File: src/sv/xoshiro_ranged_random_list_assert.svh
// ----------------------------------------------------------------------------
// Assertion macros for the ranged random list generator
// Implication checks on clk with rst as disable.
// ----------------------------------------------------------------------------
`ifndef XOSHIRO_RANGED_RANDOM_LIST_ASSERT_SVH
`define XOSHIRO_RANGED_RANDOM_LIST_ASSERT_SVH

// same-cycle implication
`define XRRL_ASSERT_NOW(label, ante, cons, msg) \
  label: assert property (@(posedge clk) disable iff (rst) (ante) |-> (cons)) \
    else $error(msg);

// next-cycle implication
`define XRRL_ASSERT_NEXT(label, ante, cons, msg) \
  label: assert property (@(posedge clk) disable iff (rst) (ante) |=> (cons)) \
    else $error(msg);

`endif

File: src/sv/xrrl_pkg.sv
// ----------------------------------------------------------------------------
// xrrl_pkg
// Types and constants for the ranged random list generator.
// ----------------------------------------------------------------------------
package xrrl_pkg;

  localparam int WORD_W        = 32;
  localparam int COUNT_W       = 7;
  localparam int COUNT_MAX_DEF = 64;
  localparam int DIV_STEPS     = WORD_W;
  localparam int STEP_W        = $clog2(DIV_STEPS);

  typedef struct packed {
    logic        [WORD_W-1:0]  seed_word0;
    logic        [WORD_W-1:0]  seed_word1;
    logic        [WORD_W-1:0]  seed_word2;
    logic        [WORD_W-1:0]  seed_word3;
    logic signed [WORD_W-1:0]  range_min;
    logic signed [WORD_W-1:0]  range_max;
    logic        [COUNT_W-1:0] draw_count;
  } req_t;

  typedef struct packed {
    logic signed [WORD_W-1:0] draw_value;
    logic                     last_draw;
  } rsp_t;

  typedef enum logic [2:0] {
    ST_IDLE,
    ST_MUL,
    ST_MIX,
    ST_DIV,
    ST_EMIT
  } state_t;

endpackage

File: src/sv/xoshiro_ranged_random_list.sv
// ----------------------------------------------------------------------------
// xoshiro_ranged_random_list
// Seeded xoshiro128** generator producing a list of values in a range.
// ----------------------------------------------------------------------------
// Each request item loads the four seed words as the generator state and
// asks for draw_count values (saturated to COUNT_MAX). Each value is
// range_min + (raw mod span), span = range_max - range_min + 1 taken as an
// unsigned 32-bit word; the sum wraps to 32 bits. A zero span (full range)
// adds the raw output unreduced, and max below min simply wraps. A count of
// zero gives no result items. Each draw steps through ST_MUL and ST_MIX for
// the generator step and output scrambler (shift-add multiplies by 5 and 9),
// ST_DIV for the bit-serial restoring divider that forms the remainder, and
// ST_EMIT, which loads the output register once it is empty or not stalled
// (a zero span skips the divider). The request side stalls for the whole
// request; the last result sits in the output register, so the next request
// is taken while it waits.
// ----------------------------------------------------------------------------
module xoshiro_ranged_random_list #(
  parameter int COUNT_MAX = xrrl_pkg::COUNT_MAX_DEF
) (
  input  logic          clk,
  input  logic          rst,
  input  logic          req_valid,
  output logic          req_stall,
  input  xrrl_pkg::req_t req,
  output logic          rsp_valid,
  input  logic          rsp_stall,
  output xrrl_pkg::rsp_t rsp
);

  import xrrl_pkg::*;

  localparam int CNT_W = $clog2(COUNT_MAX + 1);

  // sequencer
  state_t state, state_next;

  // generator state and per-request operands
  logic [WORD_W-1:0] s0, s1, s2, s3;
  logic [WORD_W-1:0] lo;
  logic [WORD_W-1:0] span;
  logic [CNT_W-1:0]  left;

  // scrambler and divider
  logic [WORD_W-1:0] m5;      // s1 * 5
  logic [WORD_W-1:0] dvd;     // dividend, shifted out msb first
  logic [WORD_W-1:0] rem;     // partial remainder, final reduced value
  logic [STEP_W-1:0] step;

  logic              req_take;
  logic              rsp_load;
  logic              span_zero;
  logic [CNT_W-1:0]  count_sat;
  logic [WORD_W-1:0] rot7;
  logic [WORD_W-1:0] raw;
  logic [WORD_W:0]   trial;
  logic [WORD_W:0]   diff;

  assign req_take  = req_valid && !req_stall;
  assign span_zero = (span == '0);
  assign count_sat = (req.draw_count > COUNT_W'(COUNT_MAX)) ? CNT_W'(COUNT_MAX)
                                                           : CNT_W'(req.draw_count);

  // rotl(s1*5, 7) * 9
  assign rot7 = {m5[WORD_W-8:0], m5[WORD_W-1:WORD_W-7]};
  assign raw  = rot7 + {rot7[WORD_W-4:0], 3'b000};

  // one restoring divide step
  assign trial = {rem, dvd[WORD_W-1]};
  assign diff  = trial - {1'b0, span};

  // state register
  always_ff @(posedge clk) begin
    if (rst) begin
      state <= ST_IDLE;
    end else begin
      state <= state_next;
    end
  end

  // next state and handshake outputs
  always_comb begin
    state_next = state;
    req_stall  = 1'b1;
    rsp_load   = 1'b0;
    case (state)
      ST_IDLE: begin
        req_stall = 1'b0;
        if (req_valid && count_sat != '0) begin
          state_next = ST_MUL;
        end
      end
      ST_MUL: begin
        state_next = ST_MIX;
      end
      ST_MIX: begin
        state_next = span_zero ? ST_EMIT : ST_DIV;
      end
      ST_DIV: begin
        if (step == STEP_W'(DIV_STEPS - 1)) begin
          state_next = ST_EMIT;
        end
      end
      ST_EMIT: begin
        if (!rsp_valid || !rsp_stall) begin
          rsp_load   = 1'b1;
          state_next = (left == CNT_W'(1)) ? ST_IDLE : ST_MUL;
        end
      end
      default: begin
        state_next = ST_IDLE;
      end
    endcase
  end

  // count of draws still to emit
  always_ff @(posedge clk) begin
    if (rst) begin
      left <= '0;
    end else if (req_take) begin
      left <= count_sat;
    end else if (rsp_load) begin
      left <= left - CNT_W'(1);
    end
  end

  // datapath
  always_ff @(posedge clk) begin
    case (state)
      ST_IDLE: begin
        s0   <= req.seed_word0;
        s1   <= req.seed_word1;
        s2   <= req.seed_word2;
        s3   <= req.seed_word3;
        lo   <= req.range_min;
        span <= req.range_max - req.range_min + WORD_W'(1);
      end
      ST_MUL: begin
        // scrambler front half and the xoshiro state update
        m5 <= s1 + {s1[WORD_W-3:0], 2'b00};
        s2 <= s2 ^ s0 ^ {s1[WORD_W-10:0], 9'd0};
        s1 <= s1 ^ s2 ^ s0;
        s0 <= s0 ^ s3 ^ s1;
        s3 <= {s3[WORD_W-12:0] ^ s1[WORD_W-12:0],
               s3[WORD_W-1:WORD_W-11] ^ s1[WORD_W-1:WORD_W-11]};
      end
      ST_MIX: begin
        dvd  <= raw;
        rem  <= span_zero ? raw : '0;
        step <= '0;
      end
      ST_DIV: begin
        rem  <= diff[WORD_W] ? trial[WORD_W-1:0] : diff[WORD_W-1:0];
        dvd  <= {dvd[WORD_W-2:0], 1'b0};
        step <= step + STEP_W'(1);
      end
      default: begin
      end
    endcase
  end

  // output register
  always_ff @(posedge clk) begin
    if (rst) begin
      rsp_valid <= 1'b0;
    end else if (rsp_load) begin
      rsp_valid <= 1'b1;
    end else if (!rsp_stall) begin
      rsp_valid <= 1'b0;
    end
  end

  always_ff @(posedge clk) begin
    if (rsp_load) begin
      rsp.draw_value <= $signed(lo + rem);
      rsp.last_draw  <= (left == CNT_W'(1));
    end
  end

`include "xoshiro_ranged_random_list_assert.svh"

  `XRRL_ASSERT_NOW(a_rem_below_span, state == ST_DIV, rem < span, "remainder not below span")
  `XRRL_ASSERT_NOW(a_busy_has_work, state != ST_IDLE, left != '0, "busy with no draws left")
  `XRRL_ASSERT_NEXT(a_zero_count_idle, req_take && count_sat == '0,
                    state == ST_IDLE && left == '0, "empty request started work")
  `XRRL_ASSERT_NEXT(a_last_flag, rsp_load && left == CNT_W'(1),
                    state == ST_IDLE && rsp_valid && rsp.last_draw, "final draw not flagged")

endmodule

File: config.mk
export PLATFORM = sky130hd
export DESIGN_NAME = xoshiro_ranged_random_list
export DESIGN_NICKNAME = d
export VERILOG_FILES = /design/src/sv/xrrl_pkg.sv /design/src/sv/xoshiro_ranged_random_list.sv
export VERILOG_INCLUDE_DIRS = /design/src /design/src/sv
export SDC_FILE = /design/constraint.sdc
export NUM_CORES = 1
export LEC_CHECK = 0
export ABC_AREA = 1
export BUFFER_PORTS_ARGS = -buffer_cell sky130_fd_sc_hd__buf_2
export CORE_ASPECT_RATIO = 0.8
export CORE_MARGIN = 2
export CORE_UTILIZATION = 45
export DETAILED_ROUTE_END_ITERATION = 10
export PLACE_DENSITY = 0.69
export SYNTH_ARGS = -nofsm -noshare
export SYNTH_HDL_FRONTEND = slang
export SYNTH_SLANG_ARGS = --single-unit
export TNS_END_PERCENT = 100
File: constraint.sdc
create_clock -name clk -period 14.6 [get_ports clk]
set_clock_uncertainty 0.15 [all_clocks]
set_input_delay 1.46 -clock clk [delete_from_list [all_inputs] [get_ports clk]]
set_output_delay 1.46 -clock clk [all_outputs]
set_load 0.02 [all_outputs]
==> flow_summary.toml <==
[outcome]
outcome = "completed"

[floorplanning]
die_h_um = 215
row_count = 77
initial_core_util = 0.453
die_x_um = 267
core_area_um2 = 55000
io_pins = 238
die-area_um2 = 57300

[final_layout]
final.fill_count = 5357
drive_above_1_share = 0.104
mostFrequentLayoutCells = "nand2_1 (982), inv_1 (380), edfxtp_1 (326), buf_2 (237), o21ai_0 (186)"
layout_commonest_cell = "nand2_1"
nets = 3773
syn2layout_area_growth_pct = 12.9

[cts]
cts_setup_buffers = 0
cts_buffers = 38
holdBufCountCts = 0
cts-root-buf = "clkbuf_16"
clk_path_buf_depth = 3
cts_resized = 0
cts.htree.levels = 2
path_clk_slew_ns = 0.06
cts_tree = "built"
clk_latency_ns = 0.59
numClockSinks = 337

[worst_setup_path]
critPathLaunchType = "flip-flop"
crit_arrival_ns = 3.73
required_ns = 14.68
critical_path_class = "flip-flop to flip-flop"
setup.worst_path.end_class = "flip-flop"
path_max_fanout = 73

[route]
avgRoutedWirePerCell_um = 17.7
drtIter0Drc = 2461
drc_errors = 0
dr.pass1.iters = 6
wirelength_mm = 73.7
via_per_inst = 5.32
dr_total_vias = 22100
final_antenna_net_count = 0

[yosys]
synth-seq-area-share = 0.401
synthTopCellsByArea = "edfxtp_1 (39%), nand2_1 (15%), ha_1 (9.3%), xor2_1 (6.1%), inv_1 (5.7%)"
synth-seq-cells = 337
synth_area_um2 = 24900
yosysTopAreaCellShare = 0.393
postSynthCellCount = 3147
synth_warnings = 0
synth.avg_cell_area_um2 = 7.92
synth_area_leader_cell = "edfxtp_1"
syn_nets = 3540
yosysUniqueCellTypes = 48

[timing]
finalHoldViolCount = 0
rsz0062_at_grt = "false"
final.setup.tns_ns = 0
post-route-min-period_ns = 3.65
fmax_mhz = 274
finalCritPeriodShare = 0.250
setup-violations-final = 0
max_slew_margin = 0.0804
tightest_slew_ns = 1.36
slew_violations = 0

[grt]
grt_pass1_wl_mm = 113
grt_max_degree = 139
track_usage = 0.253
antenna_found_initial = 7
grt.overflow.total = 0
grt_pass1_vias = 20100

[worst_hold_path]
hp-class = "flip-flop to flip-flop"

[place]
dpl.hpwl_mm = 58.9
gp_congestion = 1.03
io_buffers = 237

[job]
maxCapViolations = 0
==> per-layer routing <==
metal	track usage	wire, µm	vias to the layer above
met2	0.343	28800	888
met1	0.401	36200	10200
met5	0	53	-
li1	-	-	10900
met4	0.0539	1330	10
met3	0.0607	7330	96
==> critical path, stage by stage, from the launching register on <==
cell and delay [ns]:
dfxtp_1 0.40, inv_1 0.09, nor2_4 0.07, buf_4 0.70, inv_1 0.20, nor2_4 0.12
buf_4 0.59, inv_2 0.16, buf_4 0.33, nand3_1 0.17, nand2_1 0.24
==> area by class of cell <==
| cell class | count | area, µm² | share of cell area |
|---|---|---|---|
| diodes | 2 | 5.00 | 0.000178 |
| clock inverters | 19 | 208 | 0.00738 |
| multi-input cells | 2369 | 13300 | 0.470 |
| repair buffers | 247 | 1260 | 0.0448 |
| clock buffers | 50 | 1040 | 0.0368 |
| inverters | 387 | 1450 | 0.0516 |
| flip-flops and latches | 337 | 10000 | 0.355 |
| well taps | 750 | 938 | 0.0333 |
==> through the flow <==
stage | utilization | area, µm² | setup slack (ns) | std cells | hold WS [ns]
global placement | 0.489 | 26900 | 10.63 | 4090 | 0.335
detailed placement | 0.489 | 26900 | 10.60 | 4090 | 0.337
finish | 0.512 | 28200 | 10.95 | 4161 | 0.322
global route | 0.512 | 28200 | 10.69 | 4160 | 0.343
floorplan | - | 24900 | 5.53 | 3147 | 0.314
CTS | 0.512 | 28200 | 10.96 | 4159 | 0.329
==> path summary, 6_finish.rpt <==
path                                            start           endpoint  slack [ns]  depth (start not counted)
worst min-delay path                dvd[19]$_DFFE_PP_  dvd[20]$_DFFE_PP_        0.32                          2
worst min register to register      dvd[19]$_DFFE_PP_  dvd[20]$_DFFE_PP_        0.32                          2
worst max register to register  state[1]$_SDFFE_PP0P_  dvd[31]$_DFFE_PP_       10.95                         10
worst max-delay path            state[1]$_SDFFE_PP0P_  dvd[31]$_DFFE_PP_       10.95                         10
==> sequential cells by signal, summed over array words and instances (netlist names), 32 cells and up <==
signal  cells
s1         32
s0         32
m5         32
s3         32
rsp        33
s2         32
rem        32
lo         32
span       32
dvd        32
==> cells by family (layout without fill, tap and decap cells) <==
logic type	Yosys count	after routing	synth area share
compound gates	429	429	0.0935
other cells	0	2	0
xor+xnor	242	242	0.0850
flops	337	337	0.401
buf+inv	441	703	0.0690
fa+ha+maj	190	190	0.0968
simple gates	1508	1508	0.254
==> synthesized netlist by cell type, drive strengths merged <==
library cell and count:
a21o 14, nor4 11, o2111ai 3, nand3 195, nand2 996, inv 385
a211oi 2, nand4 42, clkbuf 42, xnor2 67, a31oi 6, dfxtp 11
o22ai 1, and3 2, o211a 2, xor2 175, or2 10, clkinv 2
o21a 8, nand3b 22, o21bai 16, a21boi 3, and2 5, edfxtp 326
fa 5, a22oi 1, nor3b 2, a221oi 1, nor2 193, nor3 30
a21oi 178, o21ai 189, o211ai 4, a211o 1, buf 12, ha 185
Power is left out: the tool's default activity adds up to more than one toggle a clock period on the data nets, which glitch-free logic cannot reach.
